## src/rtl/stcf_pkg.sv

```systemverilog
// Shared types and constants for the shadow texture coordinate and fade unit.
package stcf_pkg;

	localparam int ONE_Q12 = 4096;
	localparam int Y_DROP_Q12 = 205;
	localparam int DIV_STEPS = 20;
	localparam int SUM_W = 56;
	localparam int DIV_W = 64;

	typedef enum logic [2:0] {
		REG_NIGHT_MODE = 3'd0,
		REG_ROW_X      = 3'd1,
		REG_ROW_Y      = 3'd2,
		REG_ROW_Z      = 3'd3,
		REG_ROW_OFFSET = 3'd4,
		REG_VIEW_X     = 3'd5,
		REG_VIEW_Z     = 3'd6
	} stcf_reg_t;

	typedef struct packed {
		logic night;
		logic fault;
		logic neg_u;
		logic neg_v;
		logic clamp_u;
		logic clamp_v;
		logic eom;
	} stcf_side_t;

	typedef struct packed {
		logic signed [15:0] tex_u;
		logic signed [15:0] tex_v;
		logic [7:0]         fade_level;
		logic               in_square;
		logic               divide_fault;
		logic               mesh_done;
	} stcf_res_t;

endpackage

```

## src/rtl/stcf_back.sv

```systemverilog
// Back pipeline: signed coordinates, inside test, fade level and saturation.
module stcf_back #(
	parameter int TEXEL_SIZE = 512
) (
	input  logic                           clk,
	input  logic                           arst_n,
	input  logic                           en,
	input  logic                           valid_in,
	input  stcf_pkg::stcf_side_t           side_in,
	input  logic [stcf_pkg::DIV_STEPS-1:0] quot_u,
	input  logic [stcf_pkg::DIV_STEPS-1:0] quot_v,
	output logic                           valid_sb,
	output stcf_pkg::stcf_res_t            res_sb
);
	import stcf_pkg::*;

	localparam int OFF = (ONE_Q12 + TEXEL_SIZE / 2) / TEXEL_SIZE;

	logic [DIV_STEPS:0] qm_u, qm_v;
	logic signed [23:0] qs_u, qs_v, cu, cv;
	logic in_box;

	assign qm_u = side_in.clamp_u ? (DIV_STEPS+1)'(1) << DIV_STEPS : {1'b0, quot_u};
	assign qm_v = side_in.clamp_v ? (DIV_STEPS+1)'(1) << DIV_STEPS : {1'b0, quot_v};
	assign qs_u = side_in.neg_u ? -24'(qm_u) : 24'(qm_u);
	assign qs_v = side_in.neg_v ? -24'(qm_v) : 24'(qm_v);
	assign in_box = (qs_u >= 0) && (qs_u <= 24'(ONE_Q12)) && (qs_v >= 0)
		&& (qs_v <= 24'(ONE_Q12));
	assign cu = side_in.night ? 24'(ONE_Q12) - qs_u + 24'(OFF) : qs_u;
	assign cv = side_in.night ? qs_v + 24'(OFF) : qs_v;

	logic va_q;
	logic signed [23:0] u_sa, v_sa;
	logic in_sa, fault_sa, eom_sa;

	always_ff @(posedge clk or negedge arst_n) begin
		if (!arst_n) begin
			va_q <= 1'b0;
		end else if (en) begin
			va_q <= valid_in;
		end
	end

	always_ff @(posedge clk) begin
		if (en) begin
			u_sa <= cu;
			v_sa <= cv;
			in_sa <= in_box && !side_in.fault;
			fault_sa <= side_in.fault;
			eom_sa <= side_in.eom;
		end
	end

	logic signed [25:0] du, dv, au, av, mn;
	logic [12:0] m;
	logic [20:0] scaled;
	logic [15:0] sat_u, sat_v;

	always_comb begin
		du = 26'(u_sa) * 26'sd2 - 26'(ONE_Q12);
		dv = 26'(v_sa) * 26'sd2 - 26'(ONE_Q12);
		if (du < 0) begin
			du = -du;
		end
		if (dv < 0) begin
			dv = -dv;
		end
		au = 26'(ONE_Q12) - du;
		av = 26'(ONE_Q12) - dv;
		mn = (au <= av) ? au : av;
		if (mn < 0) begin
			m = '0;
		end else if (mn > 26'(ONE_Q12)) begin
			m = 13'(ONE_Q12);
		end else begin
			m = mn[12:0];
		end
		scaled = {m, 8'b0} - 21'(m);
		if (u_sa > 24'sd32767) begin
			sat_u = 16'h7fff;
		end else if (u_sa < -24'sd32768) begin
			sat_u = 16'h8000;
		end else begin
			sat_u = u_sa[15:0];
		end
		if (v_sa > 24'sd32767) begin
			sat_v = 16'h7fff;
		end else if (v_sa < -24'sd32768) begin
			sat_v = 16'h8000;
		end else begin
			sat_v = v_sa[15:0];
		end
	end

	always_ff @(posedge clk or negedge arst_n) begin
		if (!arst_n) begin
			valid_sb <= 1'b0;
		end else if (en) begin
			valid_sb <= va_q;
		end
	end

	always_ff @(posedge clk) begin
		if (en) begin
			res_sb.tex_u <= fault_sa ? '0 : sat_u;
			res_sb.tex_v <= fault_sa ? '0 : sat_v;
			res_sb.fade_level <= in_sa ? scaled[19:12] : 8'd0;
			res_sb.in_square <= in_sa;
			res_sb.divide_fault <= fault_sa;
			res_sb.mesh_done <= eom_sa;
		end
	end

endmodule

```

## config.mk

```make
export PLATFORM = sky130hd
export DESIGN_NAME = stcf_back
export DESIGN_NICKNAME = d
export VERILOG_FILES = /design/src/rtl/stcf_pkg.sv /design/src/rtl/stcf_back.sv
export SDC_FILE = /design/constraint.sdc
export NUM_CORES = 1
export LEC_CHECK = 0
export BUFFER_PORTS_ARGS = -buffer_cell sky130_fd_sc_hd__buf_2
export CAP_MARGIN = 40
export CORE_MARGIN = 3
export CORE_UTILIZATION = 51
export CTS_BUF_LIST = sky130_fd_sc_hd__clkbuf_4 sky130_fd_sc_hd__clkbuf_8 sky130_fd_sc_hd__clkbuf_16
export DETAILED_ROUTE_END_ITERATION = 16
export MAX_ROUTING_LAYER = met4
export PLACE_DENSITY = 0.84
export REMOVE_ABC_BUFFERS = 1
export SLEW_MARGIN = 20
export SYNTH_ARGS = -nofsm -noshare
export SYNTH_HDL_FRONTEND = slang
export SYNTH_SLANG_ARGS = --single-unit
```

## constraint.sdc

```tcl
create_clock -name clk -period 8.5 [get_ports clk]
set_input_delay 1.7 -clock clk [delete_from_list [all_inputs] [get_ports clk]]
set_output_delay 1.7 -clock clk [all_outputs]
set_load 0.02 [all_outputs]
```

==> impl_metrics.json <==
{
  "ys.flop_type": "edfxtp_1",
  "critPathSlowestCell": "edfxtp_1",
  "grt_pass1_vias": 9706,
  "relSlewSlack": 0.392,
  "area_growth_pct": 11.4,
  "mappedNetlistArea_mm2": 0.0111,
  "dr.pass1.iters": 6,
  "num_rows": 53,
  "core_area_mm2": 0.0212,
  "clk_latency_ns": 0.36,
  "post_dp_cell_area_mm2": 0.0118,
  "hp-class": "register to register",
  "antenna_found_initial": 0,
  "syn_area_per_cell_um2": 8.15,
  "worstSetupPathType": "register to register",
  "postRouteAntennaNets": 0,
  "r2r-end": "res_sb[6]$_SDFFCE_PN0P_",
  "grt_usage": 0.243,
  "root_buffer": "clkbuf_16",
  "preCtsSetupSlack_ns": 0.263,
  "gr-total-overflow": 0,
  "cts_buffers": 9,
  "yosysMostFrequentCell": "nor2_1",
  "clock-sinks": 96,
  "yosysWarnings": 0,
  "final_util": 0.583,
  "num_io_pins": 95,
  "worstMarginPinSlew_ns": 0.901,
  "cts_tree": "done",
  "async_reset_ff_frac": 0.0208,
  "clock_path_buffers": 2,
  "fmax_mhz": 125,
  "power_uw": 2100,
  "drv_slew": 0,
  "final_area_mm2": 0.0124,
  "die_x_um": 154,
  "layout-drive-gt1-share": 0.166,
  "synth_top_area_frac": 0.254,
  "status": "finished, final reports clean",
  "hold_path_end": "res_sb[0]$_DFFE_PP_",
  "via_count": 10700,
  "critPathArrivalTime_ns": 8.08,
  "htree_levels": 3,
  "cp-end-kind": "register",
  "worstRegToRegCells": 29,
  "p_per_area_mw_per_mm2": 170,
  "peakVddDrop_uv": 82.9,
  "grt_pass1_wl_um": 47400,
  "finalCriticalPeriod_ns": 7.97,
  "drt-total-wl_um": 29200,
  "place_hpwl_um": 22100,
  "gp_congestion": 0.954,
  "crit_required_ns": 8.60,
  "drv_cap": 0,
  "fin_crit_sh": 0.938,
  "synthTopCellsByCount": "180 x nor2_1, 121 x xnor2_1, 114 x nand2_1",
  "power_leakage_uw": 0.00458,
  "final_hold_viol_count": 0,
  "start_util": 0.523,
  "hold_buffers": 0,
  "synth-seq-cells": 96,
  "syn-instance-count": 1361,
  "io_buffers": 94,
  "setup_ws_ns": 0.526,
  "reg2reg_slack_ns": 0.53,
  "whs_path_depth": 0,
  "grt_max_degree": 53,
  "slowest_delay_ns": 0.57,
  "yosys.cell_types.count": 106,
  "skew_ns": 0.00871,
  "clk_pin_slew_ns": 0.07,
  "routed_via_density": 6.23,
  "synth_top_cell_by_area": "edfxtp_1",
  "nets": 1533,
  "crit_fanout": 11,
  "ys_seq_area_frac": 0.259,
  "drt-wirelength-per-cell_um": 16.9,
  "dp.cells": 1688,
  "num_antenna_cells": 0,
  "cp-start-kind": "register",
  "drt_iter0_drc": 865,
  "synth-edff-count": 94,
  "min-delay-start": "eom_sa$_DFFE_PP_",
  "finalNonFillerCells": 1722,
  "synth.area.top_cells": "edfxtp_1 25%, xnor2_1 9.6%, nor2_1 6.1%",
  "setup_violations": 0,
  "dieArea_mm2": 0.0236,
  "drc_errors": 0,
  "die_y_um": 154,
  "rr_startpoint": "u_sa[6]$_DFFE_PP_"
}
routing by layer:
layer | global-route usage | routed length [um]
met4 | 0.0580 | 420
met2 | 0.399 | 14000
met5 | - | 0
met3 | 0.0276 | 1670
met1 | 0.326 | 13100
stage by stage:
| step | hold WS, ns | setup TNS, ns |
|---|---|---|
| global route | 0.426 | -0.0123 |
| CTS | 0.422 | 0 |
| global placement | 0.401 | 0 |
| finish | 0.421 | 0 |
| floorplan | 0.400 | 0 |
| detailed placement | 0.405 | 0 |
power by group:
part	leakage [uW]	switching [uW]	internal, uW
clock network	0.000141	174	232
logic	0.00347	600	423
registers	0.000968	82.7	589
repair_timing:
| action | CTS | global route |
|---|---|---|
| gates resized for setup | 0 | 25 |
| buffers inserted | 0 | 19 |
| endpoints found under the setup margin | 0 | 8 |
state kept, by name (all words and copies together), names as in the netlist:
signal / cells
v_sa: 24
in_sa: 1
u_sa: 24
fault_sa: 1
res_sb: 43
eom_sa: 1
va_q: 1
valid_sb: 1
final cells by class:
| type | count | area [um2] |
|---|---|---|
| multi-input cells | 1154 | 7850 |
| fillers | 1919 | 8860 |
| repair buffers | 149 | 886 |
| clock inverters | 4 | 46.3 |
| clock buffers | 11 | 240 |
| inverters | 33 | 124 |
| well taps | 275 | 344 |
| flip-flops and latches | 96 | 2870 |
kinds of logic after synthesis:
group | Yosys count | synth area share
DFF | 96 | 0.259
muxes | 21 | 0.0195
xor gates and xnor gates | 170 | 0.134
and+or+nand+nor | 600 | 0.295
buffers and inverters | 111 | 0.0451
adders and majority gates | 39 | 0.0440
AOI/OAI and AO/OA | 324 | 0.204
worst max path at each step:
stage | startpoint | end | slack [ns] | cells after the start
finish | u_sa[6]$_DFFE_PP_ | res_sb[6]$_SDFFCE_PN0P_ | 0.53 | 29
global route | v_sa[13]$_DFFE_PP_ | res_sb[6]$_SDFFCE_PN0P_ | -0.01 | 32
CTS | v_sa[11]$_DFFE_PP_ | res_sb[6]$_SDFFCE_PN0P_ | 0.15 | 34
detailed placement | v_sa[11]$_DFFE_PP_ | res_sb[6]$_SDFFCE_PN0P_ | 0.26 | 34
global placement | v_sa[11]$_DFFE_PP_ | res_sb[6]$_SDFFCE_PN0P_ | 0.59 | 31
floorplan | v_sa[14]$_DFFE_PP_ | res_sb[6]$_SDFFCE_PN0P_ | 0.30 | 31
critical path: cells and delay by family (launching register included):
family | cells | cell delay [ns]
AOI/OAI and AO/OA | 12 | 2.58
muxes | 1 | 0.20
and+or+nand+nor | 12 | 3.36
DFF | 1 | 0.57
xor gates and xnor gates | 2 | 0.42
adders and majority gates | 2 | 0.56
layout by cell type, fill, tap and decap left out, types with 12 or more instances in the layout:
cell,instances
and2_1,17
xnor2_1,119
nor2b_1,23
a21o_1,12
nand2b_1,15
ha_1,36
o31ai_1,18
o21a_1,12
nor3_1,41
o211ai_1,14
nand4_1,22
buf_2,93
mux2i_1,16
nor4_1,18
nand2_1,114
a31oi_1,16
and3_1,13
nor2_1,180
nand3_1,37
inv_1,33
o21ai_0,80
edfxtp_1,94
buf_4,56
xor2_1,49
a21oi_1,53
or3_1,16
(Power assumes the default switching activity.)
